File: config.mk
export PLATFORM = sky130hd
export DESIGN_NAME = terminal_escape_code_translator
export DESIGN_NICKNAME = d
export VERILOG_FILES = /design/src/hdl/tect_pkg.sv /design/src/hdl/terminal_escape_code_translator.sv /design/src/hdl/tect_xlate.sv
export SDC_FILE = /design/constraint.sdc
export NUM_CORES = 1
export LEC_CHECK = 0
export BUFFER_PORTS_ARGS = -buffer_cell sky130_fd_sc_hd__buf_2
export CAP_MARGIN = 20
export CORE_MARGIN = 2
export CORE_UTILIZATION = 33
export CTS_CLUSTER_DIAMETER = 50
export DETAILED_ROUTE_END_ITERATION = 12
export PLACE_DENSITY = 0.55
export SYNTH_ARGS = -nofsm -noshare
export SYNTH_HDL_FRONTEND = slang
export SYNTH_HIERARCHICAL = 1
export SYNTH_SLANG_ARGS = --single-unit
File: constraint.sdc
create_clock -name clk -period 11.7 [get_ports clk]
set_input_delay 1.17 -clock clk [delete_from_list [all_inputs] [get_ports clk]]
set_output_delay 1.17 -clock clk [all_outputs]
set_load 0.02 [all_outputs]
File: src/hdl/tect_pkg.sv
// Shared types and character constants for the terminal escape code translator.
`default_nettype none
package tect_pkg;

  // Longest run one character can cause: ESC [ -rr ; -cc H.
  localparam int RunMax  = 10;
  localparam int RunLenW = $clog2(RunMax + 1);

  typedef logic [6:0] char_t;

  typedef struct packed {
    logic [RunMax-1:0][6:0] bytes;  // bytes[0] goes out first
    logic [RunLenW-1:0]     len;
  } run_t;

  typedef enum logic [2:0] {
    PH_IDLE     = 3'd0,
    PH_ESC      = 3'd1,
    PH_ATTR_ON  = 3'd2,
    PH_ATTR_OFF = 3'd3,
    PH_ROW      = 3'd4,
    PH_COL      = 3'd5
  } phase_t;

  // Terminal control codes.
  localparam char_t ChEsc         = 7'h1b;
  localparam char_t ChCurRight    = 7'h12;
  localparam char_t ChCurUp       = 7'h0b;
  localparam char_t ChClear       = 7'h1a;
  localparam char_t ChEraseLine   = 7'h18;
  localparam char_t ChEraseScreen = 7'h17;
  localparam char_t ChSelAttrOn   = 7'h42;  // 'B'
  localparam char_t ChSelAttrOff  = 7'h43;  // 'C'
  localparam char_t ChSelAddr     = 7'h3d;  // '='
  localparam char_t ChSwallowE    = 7'h45;  // 'E'
  localparam char_t ChSwallowR    = 7'h52;  // 'R'
  localparam char_t OffsetBias    = 7'd31;

  // ANSI characters.
  localparam char_t AsLBracket = 7'h5b;
  localparam char_t AsSemi     = 7'h3b;
  localparam char_t AsMinus    = 7'h2d;
  localparam char_t AsZero     = 7'h30;
  localparam char_t AsOne      = 7'h31;
  localparam char_t AsTwo      = 7'h32;
  localparam char_t AsThree    = 7'h33;
  localparam char_t AsFour     = 7'h34;
  localparam char_t AsFive     = 7'h35;
  localparam char_t AsSeven    = 7'h37;
  localparam char_t AsUpA      = 7'h41;
  localparam char_t AsUpC      = 7'h43;
  localparam char_t AsUpH      = 7'h48;
  localparam char_t AsUpJ      = 7'h4a;
  localparam char_t AsUpK      = 7'h4b;
  localparam char_t AsLowM     = 7'h6d;

endpackage
`default_nettype wire

File: src/hdl/terminal_escape_code_translator.sv
// Top level of the terminal escape code translator: input handshake and output run buffer.
`default_nettype none
// Each input beat carries one character from the emulated CPU; bit 7 is
// ignored. The character is translated in the same cycle it is accepted and
// the resulting run of ANSI bytes (none to ten) is loaded into a shift buffer,
// from which one byte leaves per output beat, the final byte of a run with
// out_last set. Characters that only advance the escape state produce no
// output beats. A new character is taken when the buffer is empty or while
// its final byte is being taken, so one character per cycle is sustained for
// characters that cause at most one byte, as long as out_ready stays high;
// a character with a longer run holds off the next one until its final byte
// is taken. There is no configuration and no clearing pass after reset.
module terminal_escape_code_translator
  import tect_pkg::*;
(
  input  wire logic       clk,
  input  wire logic       rst_n,
  input  wire logic       in_valid,
  output logic            in_ready,
  input  wire logic [7:0] in_char,
  output logic            out_valid,
  input  wire logic       out_ready,
  output logic [6:0]      out_byte,
  output logic            out_last
);

  logic                   in_fire;
  logic                   out_fire;
  run_t                   run;
  logic [RunLenW-1:0]     cnt_r, cnt_nxt;
  logic [RunMax-1:0][6:0] bytes_r, bytes_nxt;

  // The buffer can take a new run once it is empty, or in the cycle its
  // final beat leaves.
  assign in_ready = (cnt_r == '0) || (cnt_r == RunLenW'(1) && out_ready);
  assign in_fire  = in_valid && in_ready;
  assign out_fire = out_valid && out_ready;

  tect_xlate u_xlate (
    .clk   (clk),
    .rst_n (rst_n),
    .fire  (in_fire),
    .ch    (in_char[6:0]),
    .run   (run)
  );

  always_comb begin
    cnt_nxt   = cnt_r;
    bytes_nxt = bytes_r;
    if (in_fire) begin
      cnt_nxt   = run.len;
      bytes_nxt = run.bytes;
    end else if (out_fire) begin
      cnt_nxt   = cnt_r - RunLenW'(1);
      bytes_nxt = {7'd0, bytes_r[RunMax-1:1]};
    end
  end

  always_ff @(posedge clk) begin
    if (!rst_n) begin
      cnt_r <= '0;
    end else begin
      cnt_r <= cnt_nxt;
    end
  end

  // Payload needs no reset: it is only looked at while the count is non-zero.
  always_ff @(posedge clk) begin
    bytes_r <= bytes_nxt;
  end

  assign out_valid = (cnt_r != '0);
  assign out_byte  = bytes_r[0];
  assign out_last  = (cnt_r == RunLenW'(1));

endmodule
`default_nettype wire

File: src/hdl/tect_xlate.sv
// Escape state and the translation of one character into its output run.
`default_nettype none
module tect_xlate
  import tect_pkg::*;
(
  input  wire logic  clk,
  input  wire logic  rst_n,
  input  wire logic  fire,
  input  wire char_t ch,
  output run_t       run
);

  typedef struct packed {
    logic [2:0][6:0] d;
    logic [1:0]      len;
  } dec_t;

  phase_t phase_r, phase_nxt;
  char_t  row_r, row_nxt;

  // Signed decimal of (c - 31); the tens digit uses a reciprocal multiply,
  // exact for the magnitudes that occur here.
  function automatic dec_t enc_offset(input char_t c);
    dec_t        r;
    logic        neg;
    char_t       mag;
    logic [14:0] prod;
    logic [3:0]  tens;
    char_t       ones;
    neg  = (c < OffsetBias);
    mag  = neg ? (OffsetBias - c) : (c - OffsetBias);
    prod = 15'(mag) * 15'd205;
    tens = prod[14:11];
    ones = mag - 7'(tens) * 7'd10;
    r    = '0;
    if (neg) begin
      r.d[0] = AsMinus;
      r.len  = 2'd1;
    end
    if (mag >= 7'd10) begin
      r.d[r.len] = AsZero + 7'(tens);
      r.len      = r.len + 2'd1;
    end
    r.d[r.len] = AsZero + ones;
    r.len      = r.len + 2'd1;
    return r;
  endfunction

  always_ff @(posedge clk) begin
    if (!rst_n) begin
      phase_r <= PH_IDLE;
      row_r   <= '0;
    end else if (fire) begin
      phase_r <= phase_nxt;
      row_r   <= row_nxt;
    end
  end

  // Next escape phase.
  always_comb begin
    phase_nxt = PH_IDLE;
    row_nxt   = row_r;
    unique case (phase_r)
      PH_IDLE: begin
        if (ch == ChEsc) begin
          phase_nxt = PH_ESC;
        end
      end
      PH_ESC: begin
        priority if (ch == ChSelAttrOn) begin
          phase_nxt = PH_ATTR_ON;
        end else if (ch == ChSelAttrOff) begin
          phase_nxt = PH_ATTR_OFF;
        end else if (ch == ChSelAddr) begin
          phase_nxt = PH_ROW;
        end else begin
          phase_nxt = PH_IDLE;
        end
      end
      PH_ROW: begin
        row_nxt   = ch;
        phase_nxt = PH_COL;
      end
      default: phase_nxt = PH_IDLE;
    endcase
  end

  // Output run for the current character.
  always_comb begin
    dec_t rd, cd;
    logic [RunLenW-1:0] pos;
    rd  = enc_offset(row_r);
    cd  = enc_offset(ch);
    pos = '0;
    run = '0;
    run.bytes[0] = ChEsc;
    unique case (phase_r)
      PH_IDLE: begin
        run.bytes[1] = AsLBracket;
        unique case (ch)
          ChEsc: run.len = '0;
          ChCurRight: begin
            run.bytes[2] = AsUpC;
            run.len      = RunLenW'(3);
          end
          ChCurUp: begin
            run.bytes[2] = AsUpA;
            run.len      = RunLenW'(3);
          end
          ChClear: begin
            run.bytes[2] = AsTwo;
            run.bytes[3] = AsUpJ;
            run.len      = RunLenW'(4);
          end
          ChEraseLine: begin
            run.bytes[2] = AsUpK;
            run.len      = RunLenW'(3);
          end
          ChEraseScreen: begin
            run.bytes[2] = AsUpJ;
            run.len      = RunLenW'(3);
          end
          default: begin
            run.bytes[0] = ch;
            run.len      = RunLenW'(1);
          end
        endcase
      end
      PH_ESC: begin
        if (ch == ChSelAttrOn || ch == ChSelAttrOff || ch == ChSelAddr ||
            ch == ChSwallowE || ch == ChSwallowR) begin
          run.len = '0;
        end else begin
          run.bytes[1] = ch;
          run.len      = RunLenW'(2);
        end
      end
      PH_ATTR_ON: begin
        run.bytes[1] = AsLBracket;
        run.bytes[3] = AsLowM;
        run.len      = RunLenW'(4);
        unique case (ch)
          AsZero:  run.bytes[2] = AsSeven;
          AsOne:   run.bytes[2] = AsTwo;
          AsTwo:   run.bytes[2] = AsFive;
          AsThree: run.bytes[2] = AsFour;
          default: run.len = '0;
        endcase
      end
      PH_ATTR_OFF: begin
        run.bytes[1] = AsLBracket;
        run.bytes[2] = AsTwo;
        run.bytes[4] = AsLowM;
        run.len      = RunLenW'(5);
        unique case (ch)
          AsZero:  run.bytes[3] = AsSeven;
          AsOne:   run.bytes[3] = AsTwo;
          AsTwo:   run.bytes[3] = AsFive;
          AsThree: run.bytes[3] = AsFour;
          default: run.len = '0;
        endcase
      end
      PH_ROW: run.len = '0;
      PH_COL: begin
        run.bytes[1] = AsLBracket;
        for (int k = 0; k < 3; k++) begin
          if (2'(k) < rd.len) begin
            run.bytes[RunLenW'(2 + k)] = rd.d[k];
          end
        end
        pos = RunLenW'(2) + RunLenW'(rd.len);
        run.bytes[pos] = AsSemi;
        for (int k = 0; k < 3; k++) begin
          if (2'(k) < cd.len) begin
            run.bytes[pos + RunLenW'(1 + k)] = cd.d[k];
          end
        end
        pos = pos + RunLenW'(1) + RunLenW'(cd.len);
        run.bytes[pos] = AsUpH;
        run.len        = pos + RunLenW'(1);
      end
      default: begin
        run.bytes[1] = ch;
        run.len      = RunLenW'(2);
      end
    endcase
  end

endmodule
`default_nettype wire

# --- After elaboration in Yosys (flattened, before gate mapping) ---
# Index checks and enable logic that the tools add are counted.
word_totals:
  inputBits: 12
  elab_cells: 186
  mem_bits_ro: 0
  out_inout_bits: 10
  latchBits: 0
  mem_count: 0
  ram_bits: 0
  reg_bits: 84
classes:
  addsub: 21
  muxes: 67
  eq_ne: 21
  reduce_logical: 26
  shift: 0
  n_lt_le_gt_ge: 28
  n_div: 0
  mul: 4
  n_bitwise: 6
ops:
  columns: ["op", "count"]
  rows:
  - ["$mux 70", 8]
  - ["$bwmux 70", 3]
  - ["$demux 7 s4", 5]
  - ["$mux 7", 20]
  - ["$bwmux 21", 4]
  - ["$demux 7 s2", 4]
  - ["$pmux 14 s4", 1]
  - ["$and 50x50->50", 1]
  - ["$not 50->50", 1]
  - ["$or 25x50->50", 1]
  - ["$mux 23", 2]
  - ["$eq 7x5->1 const B", 5]
  - ["$eq 7x6->1 const B", 5]
  - ["$mux 35", 1]
  - ["$pmux 7 s5", 1]
  - ["$mul 7x8->15 const B", 2]
  - ["$eq 7x7->1 const B", 4]
  - ["$pmux 7 s2", 2]
  - ["$pmux 7 s4", 1]
  - ["$lt 4x5->1 const B", 5]
  - ["$pmux 4 s6", 1]
  - ["$pmux 6 s4", 1]
  - ["$and 10x20->20", 1]
  - ["$ge 4x1->1 const B", 5]
  - ["other kinds (41)", 89]

# --- Logic depth before layout (Yosys ltp) ---
depth:
  depth_word: 28
  ltp_mapped: 36

# --- By module ---
# Netlist, hierarchy kept.
modules_own_cells:
  columns: ["mod", "n_inst", "cells_per_inst", "area_per_inst_um2", "seq_area_each_um2"]
  rows:
  - ["tect_xlate", 1, 860, 6114.6, 200.2]
  - ["terminal_escape_code_translator", 1, 194, 3320.7, 2182.1]

# --- Least setup slack after synthesis ---
# OpenSTA, ideal clock, no wires.
synth_timing:
  path_kind: "input to register"
  from: "input port in_char[5]"
  to: "register bytes_r[26] (netlist name) (data pin)"
  required_time_ns: 11.440
  arrival_time_ns: 8.510
  slack_ns: 2.931
  cell_stages: 30
  setup_time_ns: 0.260
  cell_sequence: "clkbuf_1 inv_1 ha_1 inv_1 o31ai_4 mux2_4 ha_1 ha_1 fa_1 fa_1 ha_1 a31oi_1 o21bai_1 or4_1 o22a_2 xnor2_2 inv_1 ha_1 ha_1 fa_1 ha_1 inv_1 ha_1 or3_1 a31oi_1 nor2_1 o221ai_1 o21a_1 o211ai_1 mux2_2"
synth_rtl:
  columns: ["element", "line_no", "text"]
  rows:
  - ["start, declared", "terminal_escape_code_translator.sv:20", "input wire logic [7:0] in_char,"]
  - ["end signal, assigned", "terminal_escape_code_translator.sv:69", "bytes_r <= bytes_nxt;"]
  - ["end, declared", "terminal_escape_code_translator.sv:31", "logic [RunMax-1:0][6:0] bytes_r, bytes_nxt;"]

==> key figures <==
Run status
  – Status: completed

Timing
  – Clock skew: 0.0161 ns
  – RSZ-0062 raised after global routing: no
  – Total negative slack: 0 ns
  – Slew headroom: 39.9%
  – Least-Margin Pin Slew: 0.895 ns
  – Final Cycle Share: 83.0%
  – Post-route minimum period: 9.72 ns
  – Setup violators final: 0
  – Hold_ws: 0.535 ns
  – Max frequency: 103 MHz
  – Hold Fails Final Rpt: 0
  – Final Max Slew Viols: 0

Layout
  – Non-Filler Instances: 1421
  – Layout cell share with drive strength beyond 1: 14.2%
  – Antenna Cells: 0
  – Layout area overhead: 6.95%
  – Core Util, Final: 36.1%
  – NumNets Final: 1194

Detailed routing
  – Vias per cell: 5.56
  – Post-route DRC: 0
  – ANT nets after route: 0
  – Detailed Routing Iterations Pass 1: 5
  – Via count: 7895
  – Routed WL: 25900 um
  – Avg WL per Cell: 18.3 um
  – Initial DRC count: 871

Worst setup path
  – Critical R2R Capture: bytes_r[34]
  – Reg2Reg Setup Slack: 2.68 ns
  – Critical path's largest stage delay: 0.57 ns
  – Data arrival, critical path: 9.81 ns
  – CP max FO: 15
  – Most frequent CP cell: ha_1
  – Startpoint Class: input port
  – Critical Path Sink Type: flop
  – Reg2reg start: u_xlate/row_r[0]
  – CP Class: input port to flop
  – Crit. Startpoint: in_char[0]
  – Crit-path slowest cell: a31oi_1
  – R2R depth: 31
  – WP data required: 11.80 ns
  – CP bufs+invs: 5
  – Delay-heaviest family, CP: adder cells

Die
  – Core area: 0.0279 sq mm
  – Die height: 173 um
  – Die area: 0.0300 sq mm
  – Die X: 173 um
  – # rows: 61
  – Initial Util: 33.8%
  – I/O pin count: 22

Synth
  – YS warnings: 6
  – Most common cell in the netlist: ha_1
  – Synth cell count leaders: 123 x ha_1, 97 x nand2_1, 96 x inv_1
  – Post-synthesis sequential area ratio: 25.2%
  – Post-Syn Nets: 1210
  – Top FF cell, synth: edfxtp_1
  – EDFF count, synth: 70
  – Synth area leaders: edfxtp_1 22%, ha_1 16%, mux2_2 7.9%, fa_1 4.5%, nand2_1 3.9%
  – Flops & latches, synth: 84
  – Post-Synthesis Cells: 1054
  – Unique masters post-synth: 87
  – Synth area leader: edfxtp_1
  – Post-Syn Area: 0.00944 sq mm
  – Share of the synthesized area in the top cell type: 22.3%
  – Fraction of registers with async set/reset: 0%
  – Mean Syn Cell Area: 8.95 sq um

Worst hold path
  – Hold path cells: 2
  – Hold Path Origin: cnt_r[3]
  – HP Class: flop to flop
  – Hold worst-path end: cnt_r[3]

Power
  – Leakage: 4.10 nW
  – PwrDens: 262 mW/mm^2
  – Worst vdd ir: 0.000239 V

Clock network
  – CTS buffer count: 9
  – CTS Sinks: 84
  – Setup bufs post-CTS: 0
  – Clock root cell: clkbuf_16
  – Post-CTS resize count: 0
  – Clock latency on the worst-skew pair: 0.35 ns
  – CTS H-tree depth: 3
  – CTS tree: built
  – Cts hold-fix bufs: 0
  – CTS clk-pin slew, worst paths: 0.06 ns
  – Max Root-Sink Buffers: 2

GRT
  – Vias in the first global route: 7566
  – Largest net degree at the start of global routing: 63
  – Initial antenna violation count: 0
  – First-pass GRT wire length: 41700 um
  – GRT Overall Usage: 17.3%
  – GRT overflow: 0

Placement
  – Final GP Congestion: 0.924
  – Post-DP HPWL: 19900 um
  – Post-Place Cells: 1405
  – I/O Buffers: 20

Run
  – Maximum capacitance violations: 0
-- layout by cell type (no fill, tap or decap), types with 7 or more instances in the layout --
master / synthesis / final
ha_1: 123 / 123
nand2_1: 97 / 97
inv_1: 96 / 95
nor2_1: 74 / 74
edfxtp_1: 70 / 70
mux2_2: 66 / 66
o21ai_0: 52 / 52
a21oi_1: 42 / 42
nand3_1: 27 / 27
nor3_1: 27 / 26
xnor2_1: 22 / 22
buf_2: 3 / 21
fa_1: 21 / 21
and2_1: 19 / 19
a211oi_1: 19 / 19
nor2b_1: 16 / 16
dfxtp_1: 14 / 14
a31oi_1: 13 / 13
o31ai_1: 13 / 13
clkbuf_16: 0 / 9
xor2_1: 9 / 9
a21o_1: 9 / 9
o21a_1: 8 / 8
or2_2: 8 / 8
o211ai_1: 8 / 8
mux2i_1: 7 / 7
buf_4: 12 / 7
nand4_1: 7 / 7
-- per-stage QoR --
stage          setup slack (ns)  cell area, sq um  power, W
6_report                   1.98             10100   0.00264
5_1_grt                    1.60             10100   0.00284
4_1_cts                    2.09             10100   0.00262
3_5_place_dp               1.75              9760   0.00229
3_3_place_gp               1.82              9760   0.00229
2_1_floorplan              2.93              9440   0.00177
-- flip-flops by register name, indices dropped and copies added, names as in the netlist --
| register | flops |
|---|---|
| u_xlate/phase_r | 3 |
| u_xlate/row_r | 7 |
| cnt_r | 4 |
| bytes_r | 63 |
| out_byte | 7 |
-- logic make-up after synthesis --
| kind of cell | count (synthesis) | share of synthesized area, % |
|---|---|---|
| compound gates | 255 | 19.0 |
| flops | 84 | 25.2 |
| xor+xnor | 34 | 3.39 |
| simple gates | 309 | 15.5 |
| buf+inv | 154 | 7.25 |
| fa+ha+maj | 144 | 20.8 |
| mux | 74 | 8.78 |
-- where the power goes --
group / total [W] / internal [W] / switching [W]
registers: 0.000545 / 0.000509 / 0.0000356
clock network: 0.000317 / 0.000194 / 0.000123
logic: 0.00178 / 0.000585 / 0.00120
total: 0.00264 / 0.00129 / 0.00136
-- layout make-up --
cell class	count	area, sq um
Inverter	99	372
Tap cell	378	473
Clock inverter	5	86.3
Timing Repair Buffer	28	158
Sequential cell	84	2380
Clock buffer	11	243
Fill cell	2904	17800
Multi-Input combinational cell	816	6380
-- worst max-delay path by stage --
stage,end,slack [ns],depth (start not counted)
3_5_place_dp,bytes_r[26],1.75,31
3_3_place_gp,bytes_r[26],1.82,31
2_1_floorplan,bytes_r[26],2.93,30
6_report,bytes_r[26],1.98,31
5_1_grt,bytes_r[26],1.60,31
4_1_cts,bytes_r[26],2.09,31
-- metal layers --
layer / wire (um) / vias up / track usage, %
met5: 0 / - / 0
met4: 797 / 0 / 5.83
met3: 1510 / 57 / 2.42
met2: 11600 / 279 / 27.2
met1: 12100 / 3769 / 24.3
li1: - / 3790 / -
-- worst reg2reg max path, delay by kind of cell, from the launching register on --
family	cells	cell delay, ns
flip-flops	1	0.65
multiplexers	2	0.62
adder cells (fa/ha/maj)	10	3.53
XOR/XNOR	5	1.15
buffers and inverters	4	0.22
AO/OA/AOI/OAI	7	1.52
AND/OR/NAND/NOR	3	1.04
(Power assumes the default switching activity.)
